## src/sv/qlt_pkg.sv

```systemverilog
// Package of the Q table block: sizes, payload types, register codes and index helpers.
package qlt_pkg;

    localparam int GRID_SIDE   = 4;
    localparam int NUM_ACTIONS = 4;
    localparam int NUM_STATES  = GRID_SIDE * GRID_SIDE;
    localparam int Q_DEPTH     = NUM_STATES * NUM_ACTIONS;

    localparam int STATE_W = $clog2(NUM_STATES);
    localparam int ACT_W   = $clog2(NUM_ACTIONS);
    localparam int ADDR_W  = $clog2(Q_DEPTH);

    // Fixed field widths of the beats
    localparam int IN_STATE_W  = 4;
    localparam int IN_ACT_W    = 2;
    localparam int OUT_ACT_W   = 2;
    localparam int VAL_W       = 17;
    localparam int FRAC_W      = 16;
    localparam int Q_W         = 18;
    localparam int CFG_W       = 16;
    localparam int CFG_IDX_W   = 1;

    localparam logic [Q_W-1:0]   Q_MAX      = 18'h3FFFF;
    localparam logic [CFG_W-1:0] LR_RESET   = 16'd6554;
    localparam logic [CFG_W-1:0] DISC_RESET = 16'd64881;

    // Shared multiplier operand widths
    localparam int MUL_A_W = 19;
    localparam int MUL_B_W = 17;
    localparam int MUL_P_W = MUL_A_W + MUL_B_W;

    localparam logic [MUL_B_W-1:0] ONE_FIX = 17'h10000;

    localparam logic [CFG_IDX_W-1:0] CFG_LEARN_RATE = 1'd0;
    localparam logic [CFG_IDX_W-1:0] CFG_DISCOUNT   = 1'd1;

    typedef struct packed {
        logic                  req_type;
        logic [IN_STATE_W-1:0] cur_state;
        logic [IN_ACT_W-1:0]   taken_action;
        logic [VAL_W-1:0]      reward_in;
        logic [IN_STATE_W-1:0] next_state;
        logic [VAL_W-1:0]      explore_rate;
        logic [VAL_W-1:0]      explore_draw;
        logic [IN_ACT_W-1:0]   random_action;
    } t_in_item;

    typedef struct packed {
        logic [OUT_ACT_W-1:0] chosen_action;
        logic                 explored;
        logic [Q_W-1:0]       new_q_value;
    } t_out_item;

    // Control of the row scanner, one beat of read data per cycle
    typedef struct packed {
        logic             en;
        logic             first;
        logic [ACT_W-1:0] idx;
    } t_scan_ctl;

    function automatic logic [STATE_W-1:0] wrap_state(input logic [IN_STATE_W-1:0] v);
        logic [STATE_W-1:0] r;
        r = '0;
        for (int k = 0; k < (1 << IN_STATE_W); k++) begin
            if (v == IN_STATE_W'(k)) begin
                r = STATE_W'(k % NUM_STATES);
            end
        end
        return r;
    endfunction

    function automatic logic [ACT_W-1:0] wrap_action(input logic [IN_ACT_W-1:0] v);
        logic [ACT_W-1:0] r;
        r = '0;
        for (int k = 0; k < (1 << IN_ACT_W); k++) begin
            if (v == IN_ACT_W'(k)) begin
                r = ACT_W'(k % NUM_ACTIONS);
            end
        end
        return r;
    endfunction

    function automatic logic [ADDR_W-1:0] q_addr(input logic [STATE_W-1:0] s,
                                                 input logic [ACT_W-1:0] a);
        return ADDR_W'(s) * ADDR_W'(NUM_ACTIONS) + ADDR_W'(a);
    endfunction

endpackage

```

## src/sv/qlt_ram.sv

```systemverilog
// Generic single-write, single-read RAM with registered read data.
module qlt_ram #(
    parameter int WIDTH = 18,
    parameter int DEPTH = 64
) (
    input  logic                     i_clk,
    input  logic                     i_we,
    input  logic [$clog2(DEPTH)-1:0] i_waddr,
    input  logic [WIDTH-1:0]         i_wdata,
    input  logic [$clog2(DEPTH)-1:0] i_raddr,
    output logic [WIDTH-1:0]         o_rdata
);

    logic [WIDTH-1:0] r_mem [DEPTH];
    logic [WIDTH-1:0] r_rdata;

    always_ff @(posedge i_clk) begin
        if (i_we) begin
            r_mem[i_waddr] <= i_wdata;
        end
        r_rdata <= r_mem[i_raddr];
    end

    assign o_rdata = r_rdata;

endmodule

```

## src/sv/qlt_mul.sv

```systemverilog
// Shared unsigned multiplier with a registered product.
module qlt_mul import qlt_pkg::*; (
    input  logic               i_clk,
    input  logic [MUL_A_W-1:0] i_op_a,
    input  logic [MUL_B_W-1:0] i_op_b,
    output logic [MUL_P_W-1:0] o_prod
);

    logic [MUL_P_W-1:0] r_prod;

    always_ff @(posedge i_clk) begin
        r_prod <= MUL_P_W'(i_op_a) * MUL_P_W'(i_op_b);
    end

    assign o_prod = r_prod;

endmodule

```

## src/sv/qlt_scan.sv

```systemverilog
// Running maximum and lowest-index argmax over one row of the Q table.
module qlt_scan import qlt_pkg::*; (
    input  logic             i_clk,
    input  t_scan_ctl        i_ctl,
    input  logic [Q_W-1:0]   i_data,
    output logic [Q_W-1:0]   o_best,
    output logic [ACT_W-1:0] o_best_idx
);

    logic [Q_W-1:0]   r_best;
    logic [ACT_W-1:0] r_best_idx;

    // Strict compare keeps the earlier action on a tie
    always_ff @(posedge i_clk) begin
        if (i_ctl.en && (i_ctl.first || (i_data > r_best))) begin
            r_best     <= i_data;
            r_best_idx <= i_ctl.idx;
        end
    end

    assign o_best     = r_best;
    assign o_best_idx = r_best_idx;

endmodule

```

## src/sv/q_learning_table_update.sv

```systemverilog
// Top level of the Q table engine: sequencer, table, shared multiplier and scanner.
//
//  channel   | direction | handshake                  | beat
//  ----------+-----------+----------------------------+------------------------------
//  request   | in        | i_in_valid / o_in_ready    | i_in_data  (t_in_item)
//  result    | out       | o_out_valid / i_out_ready  | o_out_data (t_out_item)
//  config    | in        | i_cfg_we, no back-pressure | i_cfg_idx, i_cfg_data
//
//  An update request scans two rows and a select request one, each scan making one
//  table read per cycle on the single read port; an update also makes three passes
//  through the one multiplier. A new request is taken the cycle after the result is
//  loaded.
//  Reset clears the state, the per-entry valid bits (so the whole table reads zero
//  at once) and reloads the rate registers; no clearing pass is needed.
//  A stalled result beat holds the finished item in the output register; the
//  sequencer waits before loading the next one until that beat leaves.
module q_learning_table_update import qlt_pkg::*; (
    input  logic                 i_clk,
    input  logic                 i_rst_n,
    input  logic                 i_in_valid,
    output logic                 o_in_ready,
    input  t_in_item             i_in_data,
    output logic                 o_out_valid,
    input  logic                 i_out_ready,
    output t_out_item            o_out_data,
    input  logic                 i_cfg_we,
    input  logic [CFG_IDX_W-1:0] i_cfg_idx,
    input  logic [CFG_W-1:0]     i_cfg_data
);

    // Sequencer codes
    localparam logic [3:0] S_IDLE = 4'd0;
    localparam logic [3:0] S_RDQ  = 4'd1;   // read Q(s,a)
    localparam logic [3:0] S_ROW  = 4'd2;   // read next-state row for the max
    localparam logic [3:0] S_ROWW = 4'd3;   // drain last row beat
    localparam logic [3:0] S_M1   = 4'd4;   // gamma * max
    localparam logic [3:0] S_M2   = 4'd5;   // target, Q * (1 - lr)
    localparam logic [3:0] S_M3   = 4'd6;   // keep, lr * target
    localparam logic [3:0] S_M4   = 4'd7;   // sum and saturate
    localparam logic [3:0] S_WR   = 4'd8;   // write back
    localparam logic [3:0] S_SEL  = 4'd9;   // read row for the greedy pick
    localparam logic [3:0] S_SELW = 4'd10;  // drain last row beat
    localparam logic [3:0] S_OUT  = 4'd11;  // load result register

    logic [3:0]         r_state, n_state;
    logic [ACT_W-1:0]   r_cnt, n_cnt;
    logic [CFG_W-1:0]   r_lr, r_disc;
    logic [Q_DEPTH-1:0] r_valid;
    logic               r_rd_ok;
    t_scan_ctl          r_tag, n_tag;
    logic               r_tag_q, n_tag_q;
    logic               r_out_valid;
    t_out_item          r_out;

    // Held request fields
    logic               r_req;
    logic [STATE_W-1:0] r_s, r_ns;
    logic [ACT_W-1:0]   r_a, r_rnd;
    logic [VAL_W-1:0]   r_reward;
    logic               r_greedy;

    // Datapath registers
    logic [Q_W-1:0]     r_q, r_keep, r_newq;
    logic [MUL_A_W-1:0] r_tgt;

    logic               accept;
    logic               last_cnt;
    logic               out_free;
    logic [ADDR_W-1:0]  rd_addr, wr_addr;
    logic               wr_en;
    logic [Q_W-1:0]     ram_rdata, rd_data;
    logic [MUL_A_W-1:0] mul_a;
    logic [MUL_B_W-1:0] mul_b;
    logic [MUL_P_W-1:0] prod;
    logic [Q_W-1:0]     best;
    logic [ACT_W-1:0]   best_idx;
    logic [Q_W+1:0]     q_sum;
    logic [STATE_W-1:0] sel_state;

    assign o_in_ready = (r_state == S_IDLE);
    assign accept     = i_in_valid && o_in_ready;
    assign last_cnt   = (r_cnt == ACT_W'(NUM_ACTIONS - 1));
    assign out_free   = !r_out_valid || i_out_ready;
    assign sel_state  = r_req ? r_ns : r_s;
    assign wr_addr    = q_addr(r_s, r_a);

    // Entries never written since reset read as zero
    assign rd_data = r_rd_ok ? ram_rdata : '0;

    assign q_sum = (Q_W + 2)'(r_keep) + (Q_W + 2)'(prod[MUL_P_W-1:FRAC_W]);

    qlt_ram #(
        .WIDTH(Q_W),
        .DEPTH(Q_DEPTH)
    ) u_ram (
        .i_clk  (i_clk),
        .i_we   (wr_en),
        .i_waddr(wr_addr),
        .i_wdata(r_newq),
        .i_raddr(rd_addr),
        .o_rdata(ram_rdata)
    );

    qlt_mul u_mul (
        .i_clk (i_clk),
        .i_op_a(mul_a),
        .i_op_b(mul_b),
        .o_prod(prod)
    );

    qlt_scan u_scan (
        .i_clk     (i_clk),
        .i_ctl     (r_tag),
        .i_data    (rd_data),
        .o_best    (best),
        .o_best_idx(best_idx)
    );

    // Sequencer: table port, multiplier operands and read tags
    always_comb begin
        n_state = r_state;
        n_cnt   = r_cnt;
        n_tag   = '0;
        n_tag_q = 1'b0;
        rd_addr = q_addr(r_s, r_a);
        wr_en   = 1'b0;
        mul_a   = '0;
        mul_b   = '0;
        case (r_state)
            S_IDLE: begin
                n_cnt = '0;
                if (accept) begin
                    n_state = i_in_data.req_type ? S_RDQ : S_SEL;
                end
            end
            S_RDQ: begin
                n_tag_q = 1'b1;
                n_state = S_ROW;
            end
            S_ROW: begin
                rd_addr = q_addr(r_ns, r_cnt);
                n_tag   = '{en: 1'b1, first: (r_cnt == '0), idx: r_cnt};
                if (last_cnt) begin
                    n_cnt   = '0;
                    n_state = S_ROWW;
                end else begin
                    n_cnt = r_cnt + 1'b1;
                end
            end
            S_ROWW: begin
                n_state = S_M1;
            end
            S_M1: begin
                mul_a   = MUL_A_W'(best);
                mul_b   = MUL_B_W'(r_disc);
                n_state = S_M2;
            end
            S_M2: begin
                mul_a   = MUL_A_W'(r_q);
                mul_b   = ONE_FIX - MUL_B_W'(r_lr);
                n_state = S_M3;
            end
            S_M3: begin
                mul_a   = r_tgt;
                mul_b   = MUL_B_W'(r_lr);
                n_state = S_M4;
            end
            S_M4: begin
                n_state = S_WR;
            end
            S_WR: begin
                wr_en   = 1'b1;
                n_cnt   = '0;
                n_state = S_SEL;
            end
            S_SEL: begin
                rd_addr = q_addr(sel_state, r_cnt);
                n_tag   = '{en: 1'b1, first: (r_cnt == '0), idx: r_cnt};
                if (last_cnt) begin
                    n_cnt   = '0;
                    n_state = S_SELW;
                end else begin
                    n_cnt = r_cnt + 1'b1;
                end
            end
            S_SELW: begin
                n_state = S_OUT;
            end
            S_OUT: begin
                if (out_free) begin
                    n_state = S_IDLE;
                end
            end
            default: begin
                n_state = S_IDLE;
            end
        endcase
    end

    // Control state
    always_ff @(posedge i_clk) begin
        if (!i_rst_n) begin
            r_state     <= S_IDLE;
            r_cnt       <= '0;
            r_tag       <= '0;
            r_tag_q     <= 1'b0;
            r_valid     <= '0;
            r_out_valid <= 1'b0;
            r_lr        <= LR_RESET;
            r_disc      <= DISC_RESET;
        end else begin
            r_state <= n_state;
            r_cnt   <= n_cnt;
            r_tag   <= n_tag;
            r_tag_q <= n_tag_q;
            if (wr_en) begin
                r_valid[wr_addr] <= 1'b1;
            end
            // Drop the beat once taken; a fresh load wins
            if (r_state == S_OUT && out_free) begin
                r_out_valid <= 1'b1;
            end else if (i_out_ready) begin
                r_out_valid <= 1'b0;
            end
            if (i_cfg_we) begin
                case (i_cfg_idx)
                    CFG_LEARN_RATE: r_lr   <= i_cfg_data;
                    CFG_DISCOUNT:   r_disc <= i_cfg_data;
                    default: ;
                endcase
            end
        end
    end

    // Payload and datapath registers
    always_ff @(posedge i_clk) begin
        r_rd_ok <= r_valid[rd_addr];
        if (accept) begin
            r_req    <= i_in_data.req_type;
            r_s      <= wrap_state(i_in_data.cur_state);
            r_a      <= wrap_action(i_in_data.taken_action);
            r_ns     <= wrap_state(i_in_data.next_state);
            r_reward <= i_in_data.reward_in;
            r_rnd    <= wrap_action(i_in_data.random_action);
            r_greedy <= (i_in_data.explore_rate < i_in_data.explore_draw);
        end
        if (r_tag_q) begin
            r_q <= rd_data;
        end
        if (r_state == S_M2) begin
            r_tgt <= MUL_A_W'(r_reward) + MUL_A_W'(prod[MUL_P_W-1:FRAC_W]);
        end
        if (r_state == S_M3) begin
            r_keep <= prod[FRAC_W+Q_W-1:FRAC_W];
        end
        if (r_state == S_M4) begin
            r_newq <= (q_sum > (Q_W + 2)'(Q_MAX)) ? Q_MAX : q_sum[Q_W-1:0];
        end
        if (r_state == S_OUT && out_free) begin
            r_out.chosen_action <= r_greedy ? OUT_ACT_W'(best_idx) : OUT_ACT_W'(r_rnd);
            r_out.explored      <= !r_greedy;
            r_out.new_q_value   <= r_req ? r_newq : '0;
        end
    end

    assign o_out_valid = r_out_valid;
    assign o_out_data  = r_out;

endmodule

```

## config.mk

```make
export PLATFORM = sky130hd
export DESIGN_NAME = q_learning_table_update
export DESIGN_NICKNAME = d
export VERILOG_FILES = /design/src/sv/qlt_pkg.sv /design/src/sv/qlt_ram.sv /design/src/sv/qlt_mul.sv /design/src/sv/qlt_scan.sv /design/src/sv/q_learning_table_update.sv
export SDC_FILE = /design/constraint.sdc
export NUM_CORES = 2
export LEC_CHECK = 0
export BUFFER_PORTS_ARGS = -buffer_cell sky130_fd_sc_hd__buf_2
export CORE_ASPECT_RATIO = 1.4
export CORE_UTILIZATION = 51
export DETAILED_ROUTE_END_ITERATION = 7
export PLACE_DENSITY = 0.75
export SETUP_SLACK_MARGIN = 0.4
export SLEW_MARGIN = 5
export SYNTH_ARGS = -nofsm -noshare
export SYNTH_HDL_FRONTEND = slang
export SYNTH_HIERARCHICAL = 1
export SYNTH_SLANG_ARGS = --single-unit
```

## constraint.sdc

```tcl
create_clock -name i_clk -period 7.45 [get_ports i_clk]
set_input_delay 1.1175 -clock i_clk [delete_from_list [all_inputs] [get_ports i_clk]]
set_output_delay 1.1175 -clock i_clk [all_outputs]
set_load 0.02 [all_outputs]
```

==> results.py <==
metrics = {
    "floorplan": {
        "dieArea_mm2": 0.136,
        "die_w_um": 312,
        "die_h_um": 436,
        "num_rows": 159,
        "initial_core_util_pct": 51.3,
        "core_area_mm2": 0.134,
        "io_pins": 109,
    },
    "worst_hold_path": {
        "hp-start": "r_tag[0]$_SDFF_PN0_",
        "whs_path_depth": 0,
        "hp-class": "flop to flop",
        "min_to": "u_scan/o_best_idx[0]$_DFFE_PP_",
    },
    "timing": {
        "hold_slack_ns": 0.425,
        "worstMarginPinSlew_ns": 1.31,
        "finalCritPeriodShare_pct": 97.6,
        "fin_crit_ns": 7.27,
        "rsz0062_at_grt": "true",
        "setup_viol": 0,
        "finalClockSkew_ns": 0.0912,
        "max_freq_ghz": 0.138,
        "slew_headroom_pct": 12.2,
        "hold_viol": 0,
        "drv_slew": 0,
    },
    "clock_tree": {
        "hold_buffers": 0,
        "cts_tree": "done",
        "cts.reportedPaths.clkPinSlew_ns": 0.07,
        "numCtsBuffers": 121,
        "cts-root-buf": "clkbuf_16",
        "clockBufferDepth": 3,
        "worstSkewPairLatency_ns": 0.77,
        "clock_sinks": 1444,
        "htree_levels": 3,
    },
    "global_routing": {
        "gr-total-overflow": 0,
        "antenna_found_initial": 2,
        "met3_usage_pct": 3.17,
        "grt.busiest_layer": "met2",
        "groute.usage.overall_pct": 24.6,
        "grt_pass1_wl_um": 250000,
        "grt_pass1_vias": 40600,
        "use_met1_pct": 28.8,
        "grt_start_max_net_pins": 108,
        "use_met2_pct": 43.2,
    },
    "power_and_ir_drop": {
        "peakVddDrop_mv": 0.301,
        "combPwrFrac_pct": 27.2,
        "switchingPower_mw": 6.44,
        "clkPwrFrac_pct": 29.6,
        "p_int_mw": 14.7,
        "power.share.sequential_pct": 43.2,
        "switching_share_pct": 30.4,
        "power_leakage_nw": 27.5,
        "powerDensity_mw_per_mm2": 277,
    },
    "route": {
        "ant_nets": 0,
        "avgRoutedWirePerCell_um": 25.3,
        "route.vias.total": 39100,
        "drt_iter0_drc": 3585,
        "drt-pass1-iter-count": 5,
        "routed_wl_um": 167000,
        "viasPerCell": 5.94,
        "drc": 0,
    },
    "place": {
        "io_buffers": 108,
        "gp_congestion": 0.920,
        "place_hpwl_um": 108000,
    },
    "logic_synthesis": {
        "syn_inst": 4509,
        "synth_nets": 5033,
        "ys_warn_count": 6,
        "synth_area_per_cell_um2": 15.2,
        "synth_area_mm2": 0.0687,
    },
    "setup_path": {
        "r2r_slack_ns": 0.18,
        "slowest_stage": "fa_2",
        "setup.worst_path.end_class": "flop",
        "critPathBufInv": 2,
        "reg2regPathDepth": 25,
        "critPathMaxFanout": 7,
        "slowest_delay_ns": 0.59,
        "r2r-end": "u_mul/o_prod[32]$_DFF_P_",
        "r2r_start": "r_lr[2]$_SDFFE_PN0P_",
        "critPathLaunchType": "flop",
        "cp.required_ns": 8.08,
        "path_class": "flop to flop",
        "cpMostUsedCell": "fa_1",
        "cp_top_family": "adder cells",
        "worstPathArrival_ns": 7.90,
    },
    "final_layout": {
        "drive_above_1_share_pct": 20.0,
        "fin_nets": 5229,
        "fin_util_pct": 57.2,
        "area_growth_pct": 11.4,
    },
    "status": {
        "status": "completed",
    },
    "run": {
        "maxCapViolCount": 0,
    },
}
[registers in the layout, summed over array words and instances (netlist names), 16 cells and up]
| name | cells |
|---|---|
| r_q | 18 |
| r_lr | 16 |
| r_disc | 16 |
| u_scan/o_best | 18 |
| r_tgt | 19 |
| r_newq | 18 |
| o_out_data | 21 |
| r_keep | 18 |
| r_valid | 64 |
| r_reward | 17 |
| u_mul/o_prod | 20 |
| u_ram/o_rdata | 18 |
| u_ram/r_mem | 1152 |
[power groups by stage]
stage | Sequential, mW | Combinational, mW | Clock [mW]
CTS | 9.14 | 5.72 | 6.35
finish | 9.15 | 5.75 | 6.27
detailed placement | 9.32 | 5.66 | 0
global route | 9.16 | 6.03 | 6.64
floorplan | 9.23 | 4.04 | 0
global placement | 9.31 | 5.60 | 0
[worst max path at each step]
stage               slack (ns)  cells past startpoint                 start                  endpoint
finish                    0.18                     25  r_lr[2]$_SDFFE_PN0P_  u_mul/o_prod[32]$_DFF_P_
global route             -0.04                     26  r_lr[2]$_SDFFE_PN0P_  u_mul/o_prod[33]$_DFF_P_
CTS                       0.18                     27  r_lr[1]$_SDFFE_PN1P_  u_mul/o_prod[33]$_DFF_P_
detailed placement        0.04                     25  r_lr[1]$_SDFFE_PN1P_  u_mul/o_prod[32]$_DFF_P_
global placement          0.06                     25  r_lr[1]$_SDFFE_PN1P_  u_mul/o_prod[32]$_DFF_P_
floorplan                 0.37                     27  r_lr[1]$_SDFFE_PN1P_  u_mul/o_prod[33]$_DFF_P_
[cells in the final DEF, fill, tap and decap left out, drive strengths merged, types with 8 or more instances in the layout]
| cell type | n |
|---|---|
| a211oi | 25 |
| a21boi | 21 |
| a21o | 26 |
| a21oi | 180 |
| a22oi | 12 |
| a31oi | 9 |
| and2 | 187 |
| and3 | 10 |
| buf | 297 |
| bufinv | 8 |
| clkbuf | 157 |
| clkinv | 56 |
| dfxtp | 147 |
| edfxtp | 1297 |
| fa | 256 |
| ha | 182 |
| inv | 382 |
| mux2 | 19 |
| mux2i | 109 |
| mux4 | 308 |
| nand2 | 342 |
| nand2b | 31 |
| nand3 | 47 |
| nand3b | 14 |
| nand4 | 12 |
| nor2 | 239 |
| nor2b | 55 |
| nor3 | 38 |
| o211ai | 12 |
| o21a | 38 |
| o21ai | 105 |
| o22ai | 27 |
| or3 | 26 |
| xnor2 | 34 |
| xor2 | 15 |
[routing by layer]
layer	wire, µm	vias to the layer above
met5	0	-
met2	86400	1673
met3	10600	403
met4	11100	0
li1	-	16900
met1	58600	20100
[repair_timing]
item / CTS / global route
pin swaps: 28 / 33
setup buffers: 18 / 11
setup endpoints to repair: 19 / 19
gates resized for setup: 43 / 55
[metrics by stage]
step                cells  setup WS [ns]  TNS (ns)  power, mW  area (µm²)
floorplan            4509          0.368         0       13.3       68900
global placement     6323         0.0614         0       14.9       71900
detailed placement   6323         0.0361         0       15.0       71900
CTS                  6567          0.184         0       21.2       76200
global route         6579        -0.0390   -0.0651       21.8       76500
finish               6580          0.180         0       21.2       76500
[cell type report]
type | instances | area [µm²]
flip-flops and latches | 1444 | 41900
clock buffers | 157 | 3250
fillers | 10100 | 57400
repair buffers | 297 | 2080
inverters | 382 | 1450
clock inverters | 69 | 672
multi-input cells | 2459 | 25000
well taps | 1771 | 2220
diodes | 1 | 2.50
(Power assumes the default switching activity.)
